--- src/rtl/pcbd_pkg.sv ---
// Package: constants, codes and control/status types of the prefix code bit decoder.
package pcbd_pkg;

  localparam int TABLE_ENTRIES = 256;
  localparam int MAX_CODE_LEN  = 32;
  localparam int CODE_W        = 32;
  localparam int LEN_W         = 6;
  localparam int SYM_W         = 8;
  localparam int BYTE_W        = 8;
  localparam int KIND_W        = 2;
  localparam int ST_W          = 2;
  localparam int LEN_LIMIT     = (MAX_CODE_LEN < CODE_W) ? MAX_CODE_LEN : CODE_W;
  localparam int IDX_W         = $clog2(TABLE_ENTRIES);
  localparam int CNT_W         = $clog2(TABLE_ENTRIES + 1);
  localparam int ENTRY_W       = CODE_W + LEN_W + SYM_W;
  localparam int BITS_W        = $clog2(BYTE_W + 1);
  localparam int IN_DATA_W     = 56;
  localparam int OUT_DATA_W    = 8;

  localparam logic [KIND_W-1:0] KIND_CLEAR = 2'd0;
  localparam logic [KIND_W-1:0] KIND_LOAD  = 2'd1;
  localparam logic [KIND_W-1:0] KIND_DATA  = 2'd2;

  localparam logic [ST_W-1:0] ST_SYM      = 2'd0;
  localparam logic [ST_W-1:0] ST_OVERLONG = 2'd1;
  localparam logic [ST_W-1:0] ST_FULL     = 2'd2;

  localparam logic [SYM_W-1:0] END_SYM_RESET = 8'd3;

  typedef struct packed {
    logic            capture;
    logic            clear;
    logic            scan_start;
    logic            shift_bit;
    logic            acc_clear;
    logic            set_stop;
    logic            tbl_write_hit;
    logic            tbl_append;
    logic            res_new;
    logic [ST_W-1:0] res_st;
    logic            flush;
  } cmd_t;

  typedef struct packed {
    logic [KIND_W-1:0] kind;
    logic              stopped;
    logic              load_len_ok;
    logic              byte_done;
    logic              at_limit;
    logic              scan_busy;
    logic              scan_hit;
    logic              hit_is_end;
    logic              tbl_full;
    logic              out_free;
    logic              pnd_valid;
  } sts_t;

endpackage

--- src/rtl/pcbd_ctrl.sv ---
// Controller state machine: sequences clear, load and per-bit decode of one item at a time.
module pcbd_ctrl
  import pcbd_pkg::*;
(
  input  logic clk,
  input  logic rst_n,
  input  logic in_fire,
  output logic in_tready,
  input  sts_t sts,
  output cmd_t cmd
);

  localparam logic [2:0] S_IDLE  = 3'd0;
  localparam logic [2:0] S_DISP  = 3'd1;
  localparam logic [2:0] S_LSCAN = 3'd2;
  localparam logic [2:0] S_DBIT  = 3'd3;
  localparam logic [2:0] S_DSCAN = 3'd4;
  localparam logic [2:0] S_FLUSH = 3'd5;

  logic [2:0] state_r, state_nxt;
  logic       can_res;

  assign can_res   = !sts.pnd_valid || sts.out_free;
  assign in_tready = (state_r == S_IDLE);

  always_comb begin
    state_nxt = state_r;
    cmd       = '0;
    cmd.res_st = ST_SYM;
    case (state_r)
      S_IDLE: begin
        if (in_fire) begin
          cmd.capture = 1'b1;
          state_nxt   = S_DISP;
        end
      end
      S_DISP: begin
        case (sts.kind)
          KIND_CLEAR: begin
            cmd.clear = 1'b1;
            state_nxt = S_IDLE;
          end
          KIND_LOAD: begin
            if (sts.load_len_ok) begin
              cmd.scan_start = 1'b1;
              state_nxt      = S_LSCAN;
            end else begin
              state_nxt = S_IDLE;
            end
          end
          KIND_DATA: begin
            state_nxt = sts.stopped ? S_IDLE : S_DBIT;
          end
          default: state_nxt = S_IDLE;
        endcase
      end
      S_LSCAN: begin
        if (!sts.scan_busy) begin
          if (sts.scan_hit) begin
            cmd.tbl_write_hit = 1'b1;
            state_nxt         = S_IDLE;
          end else if (sts.tbl_full) begin
            cmd.res_new  = 1'b1;
            cmd.res_st   = ST_FULL;
            cmd.set_stop = 1'b1;
            state_nxt    = S_FLUSH;
          end else begin
            cmd.tbl_append = 1'b1;
            state_nxt      = S_IDLE;
          end
        end
      end
      S_DBIT: begin
        if (sts.byte_done) begin
          state_nxt = S_FLUSH;
        end else if (sts.at_limit) begin
          if (can_res) begin
            cmd.res_new  = 1'b1;
            cmd.res_st   = ST_OVERLONG;
            cmd.set_stop = 1'b1;
            state_nxt    = S_FLUSH;
          end
        end else begin
          cmd.shift_bit  = 1'b1;
          cmd.scan_start = 1'b1;
          state_nxt      = S_DSCAN;
        end
      end
      S_DSCAN: begin
        if (!sts.scan_busy) begin
          if (!sts.scan_hit) begin
            state_nxt = S_DBIT;
          end else if (sts.hit_is_end) begin
            cmd.acc_clear = 1'b1;
            cmd.set_stop  = 1'b1;
            state_nxt     = S_FLUSH;
          end else if (can_res) begin
            cmd.acc_clear = 1'b1;
            cmd.res_new   = 1'b1;
            state_nxt     = S_DBIT;
          end
        end
      end
      S_FLUSH: begin
        if (!sts.pnd_valid) begin
          state_nxt = S_IDLE;
        end else if (sts.out_free) begin
          cmd.flush = 1'b1;
          state_nxt = S_IDLE;
        end
      end
      default: state_nxt = S_IDLE;
    endcase
  end

  always_ff @(posedge clk) begin
    if (!rst_n) begin
      state_r <= S_IDLE;
    end else begin
      state_r <= state_nxt;
    end
  end

endmodule

--- config.mk ---
export PLATFORM = sky130hd
export DESIGN_NAME = pcbd_ctrl
export DESIGN_NICKNAME = d
export VERILOG_FILES = /design/src/rtl/pcbd_pkg.sv /design/src/rtl/pcbd_ctrl.sv
export SDC_FILE = /design/constraint.sdc
export NUM_CORES = 1
export LEC_CHECK = 0
export ABC_AREA = 1
export BUFFER_PORTS_ARGS = -buffer_cell sky130_fd_sc_hd__buf_2
export CORE_AREA = 2 2 39 41
export CTS_CLUSTER_DIAMETER = 40
export DETAILED_ROUTE_END_ITERATION = 16
export DIE_AREA = 0 0 41 43
export GPL_TIMING_DRIVEN = 0
export HOLD_SLACK_MARGIN = 0.15
export PLACE_DENSITY_LB_ADDON = 0.05
export SLEW_MARGIN = 20
export SYNTH_ARGS = -nofsm -noshare
export SYNTH_HDL_FRONTEND = slang
export SYNTH_SLANG_ARGS = --single-unit
--- constraint.sdc ---
create_clock -name clk -period 2.35 [get_ports clk]
set_input_delay 0.47 -clock clk [delete_from_list [all_inputs] [get_ports clk]]
set_output_delay 0.47 -clock clk [all_outputs]
set_load 0.01 [all_outputs]
==> results of run 1 <==
-- kinds of logic after synthesis --
kind of cell | synth area share
flops | 0.1191
compound gates | 0.1117
fa+ha+maj | 0.07445
buf+inv | 0.1563
simple gates | 0.5385
-- power breakdown --
group | switching, mW | internal (mW)
sequential | 0.0498 | 0.0773
combinational | 0.249 | 0.151
clock | 0.0255 | 0.0636
total | 0.324 | 0.292
-- metal layers --
layer / global-route usage / vias up / part of all wire
met5: 0 / - / 0
met4: 0.02000 / 0 / 0
met3: 0.01571 / 0 / 0.048
met1: 0.1943 / 264 / 0.52
met2: 0.2406 / 17 / 0.44
li1: - / 353 / -
-- cell usage after synthesis --
cell type	instances	area, um^2
o22ai_1	1	6.260
nor4_1	1	6.260
nor2_1	21	78.83
or2_2	1	6.260
nand2_1	15	56.30
dfxtp_1	3	60.06
nand4_1	2	12.51
nand3_2	2	20.02
inv_1	18	67.56
nor2_4	1	11.26
nor3_1	1	5.000
o21ai_1	2	10.01
o21ai_0	1	5.000
ha_1	3	37.54
nand3_1	5	25.02
nor2_2	3	18.77
nand2_2	5	31.28
inv_2	3	11.26
a21oi_1	4	20.02
o31ai_1	2	15.01
-- worst reg2reg max path: stages (launching register included) --
cell and delay (ps):
dfxtp_1 360, nor2_2 260, nand3_1 170, nand2_2 100, nand2_2 70, nand3_2 90
nand2_1 50, nand2_1 50, nor2_1 30
-- worst paths after layout --
check | to | slack, ps
setup / recovery | cmd[3] | 350
hold / removal | state_r[2]$_SDFFE_PN0P_ | 490
setup reg to reg | state_r[0]$_SDFFE_PN0P_ | 1060
hold reg to reg | state_r[1]$_SDFFE_PN0P_ | 600
-- metrics by stage --
stage | std cells | util | cell area, um^2 | worst slack [ps]
finish | 141 | 0.4955 | 685.7 | 347.5
global route | 141 | 0.4955 | 685.7 | 171.3
CTS | 141 | 0.4955 | 685.7 | 328.6
detailed placement | 137 | 0.4765 | 659.4 | 454.1
global placement | 137 | 0.4765 | 659.4 | 464.0
floorplan | 94 | - | 504.2 | 803.1
-- layout make-up --
class                           count  area [um^2]
Clock buffer                        4        26.28
Fill cell                         169        698.2
Inverter                           21        78.83
Multi-Input combinational cell     70        365.4
Sequential cell                     3        60.06
Tap cell                           16        20.02
Timing Repair Buffer               27        135.1
-- placed cells by master, fill, tap and decap left out --
master    count
clkbuf_1      1
a21oi_1       4
nand3_2       2
nor3_1        1
o22ai_1       1
inv_2         3
nor2_1       21
o21ai_1       2
nand2_1      15
nor4_1        1
clkbuf_4      3
dfxtp_1       3
o21ai_0       1
nor2_2        3
nand2_2       5
ha_1          3
inv_1        18
nor2_4        1
buf_2        27
nand3_1       5
o31ai_1       2
nand4_1       2
or2_2         1
==> summary.md, run 1 <==
| Metric | Value |
|---|---|
| Clk Tree Root Cell | `clkbuf_4` |
| Maximum single-stage delay on the critical path | `380 ps` |
| Number of antenna violations at the first check in global routing | `0` |
| Width of the die | `41 um` |
| Max-slew violation count | `0` |
| CTS hold repair buffers | `0` |
| Startpoint type of the worst setup path | `register` |
| Post-CTS setup buffer count | `0` |
| Flip-flop count of the largest register after layout | `3` |
| Number of unique standard cell types used by synthesis | `20` |
| Clock-pin slew on the worst setup and hold paths | `40 ps` |
| Final hold slack | `485.5 ps` |
| Total Routing Usage GR | `0.1441` |
| Worst R2R Start | `state_r[1]$_SDFFE_PN0P_` |
| Max-cap violations | `0` |
| Number of synthesized register bits | `3` |
| Clock tree buffer depth | `2` |
| Overall power of the completed layout | `0.6160 mW` |
| Buf/Inv on CP | `3` |
| Post-Synthesis Net Count | `112` |
| Skew final | `0.3485 ps` |
| Average wire per standard cell | `8.574 um` |
| Worst setup path startpoint | `state_r[2]$_SDFFE_PN0P_` |
| Setup repair after global routing missed its margin | `no` |
| Slowest cell on the critical path | `dfxtp_1` |
| Leak pwr | `0.4260 nW` |
| Register with the highest flop count | `state_r` |
| Cell depth of the worst setup path | `8` |
| Final WL | `1209 um` |
| Maximum vdd ir drop | `0.0005836 V` |
| Critical path required time | `1880 ps` |
| Arrival time worst endpoint | `1530 ps` |
| Aggregate global routing overflow | `0` |
| Port-buffer cells | `27` |
| Effective utilization at floorplan | `0.3644` |
| Largest delay share family, worst path | `simple AND/OR/NAND/NOR gates` |
| Critical path endpoint category | `primary output` |
| Setup-violating endpoint count in the final report | `0` |
| Worst Tran Pin Value | `287.6 ps` |
| Total count of hold-check failures in the final report | `0` |
| Inserted Clock Buffers | `3` |
| Antenna diode instance count | `0` |
| Worst slew margin | `0.8080` |
| Cells along the critical path | `inv_2 -> nand3_2 -> nor2_1 -> nand2_1 -> o21ai_1 -> inv_1 -> o31ai_1 -> buf_2` |
| Vias per Instance | `4.496` |
| Top flop regs | `state_r x3` |
| Post-synthesis cell count | `94` |
| Layout-stage area growth over the synthesis result | `35.98%` |
| Weighted congestion reported at the end of routability-driven placement | `0.8095` |
| Worst hold path class | `input port to register` |
| Cell Rows | `14` |
| Register area share after synthesis | `0.1191` |
| Result of the run | `finished clean` |
| Achievable clock frequency | `499.4 MHz` |
| Clock Sink Count | `3` |
| Pin count of the biggest net entering global routing | `7` |
| Netlist area before placement | `504.2 um^2` |
| Vias | `634` |
| Detailed placer's ending HPWL | `1037 um` |
| Post-layout nets | `144` |
| First-pass GRT wire length | `1863 um` |
| Path depth of the worst reg2reg path | `8` |
| Clock tree from TritonCTS | `built` |
| Start point of the worst hold path | `rst_n` |
| Ratio of cells with drive above 1 in the final layout | `0.3600` |
| Area of the die | `0.001763 mm^2` |
| Count of antenna-violating nets left after detailed routing | `0` |
| Iter 0 DRT Violations | `5` |
| Floorplan die height | `43 um` |
| Via count of the first global-routing pass | `511` |
| Hold Crit Depth | `3` |
| I/O pin total | `28` |
| Tcrit/Tclk final | `0.8521` |
| Power density relative to cell area | `898.4 mW/mm^2` |
| Clock insertion delay at the later pin of the skew report | `230 ps` |
| Category of the critical setup timing path | `register to primary output` |
| Highest fanout seen on the critical path | `6` |
| Time the final worst path needs with I/O delays and setup | `2002 ps` |
| Synth Area per Inst | `5.364 um^2` |
| Area of the core | `0.001384 mm^2` |
| Setup_tns | `0 ps` |
| DRC errors left | `0` |
| Synth warn | `0` |
| CTS H-tree depth | `1` |
| Post-CTS resize count | `0` |
| Drt pass-1 iters | `4` |
Power figures use the tool's default switching activity.
==> run 2, diff against run 1 <==
- ABC_AREA: 1 -> default
- clock period: 2.35 -> 2.2 ns (I/O delays scaled with it)
==> summary.md, run 2 <==
| Metric | Value |
|---|---|
| Result of the run | `finished clean` |
| Clock tree from TritonCTS | `built` |
| Number of antenna violations at the first check in global routing | `0` |
| Area of the die | `0.001763 mm^2` |
| Average wire per standard cell | `11.59 um` |
| Post-layout nets | `119` |
| Achievable clock frequency | `500.0 MHz` |
| Area of the core | `0.001384 mm^2` |
| Effective utilization at floorplan | `0.3445` |
| Total count of hold-check failures in the final report | `0` |
| Number of unique standard cell types used by synthesis | `31` |
| Startpoint type of the worst setup path | `register` |
| Most common cell after layout, fill and taps aside | `buf_2` |
| I/O pin total | `28` |
| Netlist area before placement | `476.7 um^2` |
| Arrival time worst endpoint | `1560 ps` |
| Power density relative to cell area | `400.6 mW/mm^2` |
| CTS hold repair buffers | `0` |
| Area fraction of the dominant cell type after synthesis | `0.1260` |
| Drt pass-1 iters | `6` |
| Layout-stage area growth over the synthesis result | `38.32%` |
| CTS H-tree depth | `1` |
| Pin count of the biggest net entering global routing | `11` |
| Port-buffer cells | `27` |
| Post-Synthesis Net Count | `87` |
| Clock Sink Count | `3` |
| Setup-violating endpoint count in the final report | `0` |
| Number of synthesized register bits | `3` |
| Width of the die | `41 um` |
| Clock insertion delay at the later pin of the skew report | `240 ps` |
| Category of the critical setup timing path | `register to primary output` |
| Register with the highest flop count | `state_r` |
| Time the final worst path needs with I/O delays and setup | `2000 ps` |
| Total Routing Usage GR | `0.1755` |
| Clock tree buffer depth | `2` |
| Flip-flop count of the largest register after layout | `3` |
| Max-cap violations | `0` |
| Skew final | `2.848 ps` |
| Clk Tree Root Cell | `clkbuf_4` |
| Inserted Clock Buffers | `3` |
| Finished layout cell area | `659.4 um^2` |
| Pre-CTS setup slack | `319.1 ps` |
| Synth Area per Inst | `6.909 um^2` |
| Worst slew margin | `0.7671` |
| Final WL | `1344 um` |
| DRC errors left | `0` |
| Highest fanout seen on the critical path | `8` |
| Maximum vdd ir drop | `0.0003594 V` |
| Largest cells by area after synthesis | `dfxtp_1 13%, ha_1 7.9%, mux2i_1 6.3%` |
| Aggregate global routing overflow | `0` |
| Share of synthesized flip-flops with an asynchronous set or reset | `0` |
| Leak pwr | `0.3325 nW` |
| Detailed placer's ending HPWL | `1055 um` |
| Max-slew violation count | `0` |
| Top flop regs | `state_r x3` |
| Cell with the most instances after synthesis | `nand2_1` |
| Critical path endpoint category | `primary output` |
| Vias per Instance | `5.302` |
| Synth warn | `0` |
| Count of antenna-violating nets left after detailed routing | `0` |
| Cell Rows | `14` |
| Post-synthesis cell count | `69` |
| Floorplan die height | `43 um` |
| Leading area contributor after synthesis | `dfxtp_1` |
| First-pass GRT wire length | `2097 um` |
| Most frequent cells in the layout | `28 x buf_2, 7 x nand2_1, 6 x inv_1` |
| Iter 0 DRT Violations | `10` |
| Ratio of cells with drive above 1 in the final layout | `0.3400` |
| Count of filler cells inserted in the layout | `156` |
| Worst hold path class | `input port to register` |
| Top cells by instance count after synthesis | `7 x nand2_1, 6 x inv_1, 5 x a21oi_1, 5 x nor2_1, 5 x nor3_1` |
| Worst Tran Pin Value | `346.2 ps` |
| Antenna diode instance count | `0` |
| Register area share after synthesis | `0.1260` |
| Setup_tns | `0 ps` |
| Setup ws final | `199.9 ps` |
| Critical path required time | `1760 ps` |
| Leading register cell type out of synthesis | `dfxtp_1` |
| Weighted congestion reported at the end of routability-driven placement | `0.7316` |
| Tcrit/Tclk final | `0.9091` |
| Via count of the first global-routing pass | `518` |
| Vias | `615` |
| Setup repair after global routing missed its margin | `no` |
| Clock-pin slew on the worst setup and hold paths | `40 ps` |
| Cell area reported after detailed placement | `631.9 um^2` |
| Number of enable flip-flop cells after synthesis | `0` |
run 2: power by group:
part,switching [mW],internal [mW]
Combinational,0.0541,0.0447
Sequential,0.00706,0.0589
Clock,0.0312,0.0681
Total,0.0924,0.172
run 2: final timing paths:
check / cells after the start / start / slack [ps] / end
setup / recovery: 6 / state_r[2]$_SDFFE_PN0P_ / 200 / cmd[3]
hold / removal: 3 / rst_n / 510 / state_r[1]$_SDFFE_PN0P_
hold reg to reg: 3 / state_r[2]$_SDFFE_PN0P_ / 650 / state_r[2]$_SDFFE_PN0P_
setup reg to reg: 5 / state_r[2]$_SDFFE_PN0P_ / 720 / state_r[0]$_SDFFE_PN0P_
run 2: timing repair:
action,CTS,global route
buffers inserted,0,0
setup endpoints to repair,0,1
gates resized for setup,0,2
run 2: metrics by stage:
step / util / power [mW] / instances / hold WS [ps]
2_1_floorplan: - / 0.1261 / 69 / 589.4
3_3_place_gp: 0.4566 / 0.1640 / 112 / 637.5
3_5_place_dp: 0.4566 / 0.1663 / 112 / 646.8
4_1_cts: 0.4756 / 0.2667 / 116 / 503.0
5_1_grt: 0.4765 / 0.2838 / 116 / 510.8
6_report: 0.4765 / 0.2641 / 116 / 508.4
run 2: per-layer routing:
metal / part of all wire / wire length, um / up-vias / global-route usage
li1: - / - / 308 / -
met1: 0.39 / 528 / 272 / 0.1955
met2: 0.49 / 664 / 31 / 0.2906
met3: 0.10 / 137 / 4 / 0.07853
met4: 0.0097 / 13 / 0 / 0.04000
met5: 0 / 0 / - / 0
run 2: final cells by class:
cell class                 count  area, um^2  share of cell area
buffer                         4       26.28             0.03985
inverter                       6       22.52             0.03416
sequential                     3       60.06             0.09108
tap                           16       20.02             0.03036
timing repair buffer          27       135.1              0.2049
clock buffer                   4       26.28             0.03985
multi-input combinational     56       369.1              0.5598
run 2: cell families (layout without fill, tap and decap cells):
logic type | after synthesis | in the layout | synth area share
flops | 3 | 3 | 0.1260
mux | 3 | 3 | 0.06299
xor+xnor | 1 | 1 | 0.01838
buf+inv | 10 | 41 | 0.09970
compound gates | 15 | 15 | 0.2047
fa+ha+maj | 3 | 3 | 0.07875
simple gates | 34 | 34 | 0.4095
run 2: critical path: stages (launching register included):
cell and delay, ps:
dfxtp_1 330, nand2b_1 150, clkbuf_2 160, nor4_1 340, nor2_1 100, o31ai_1 80
buf_2 170
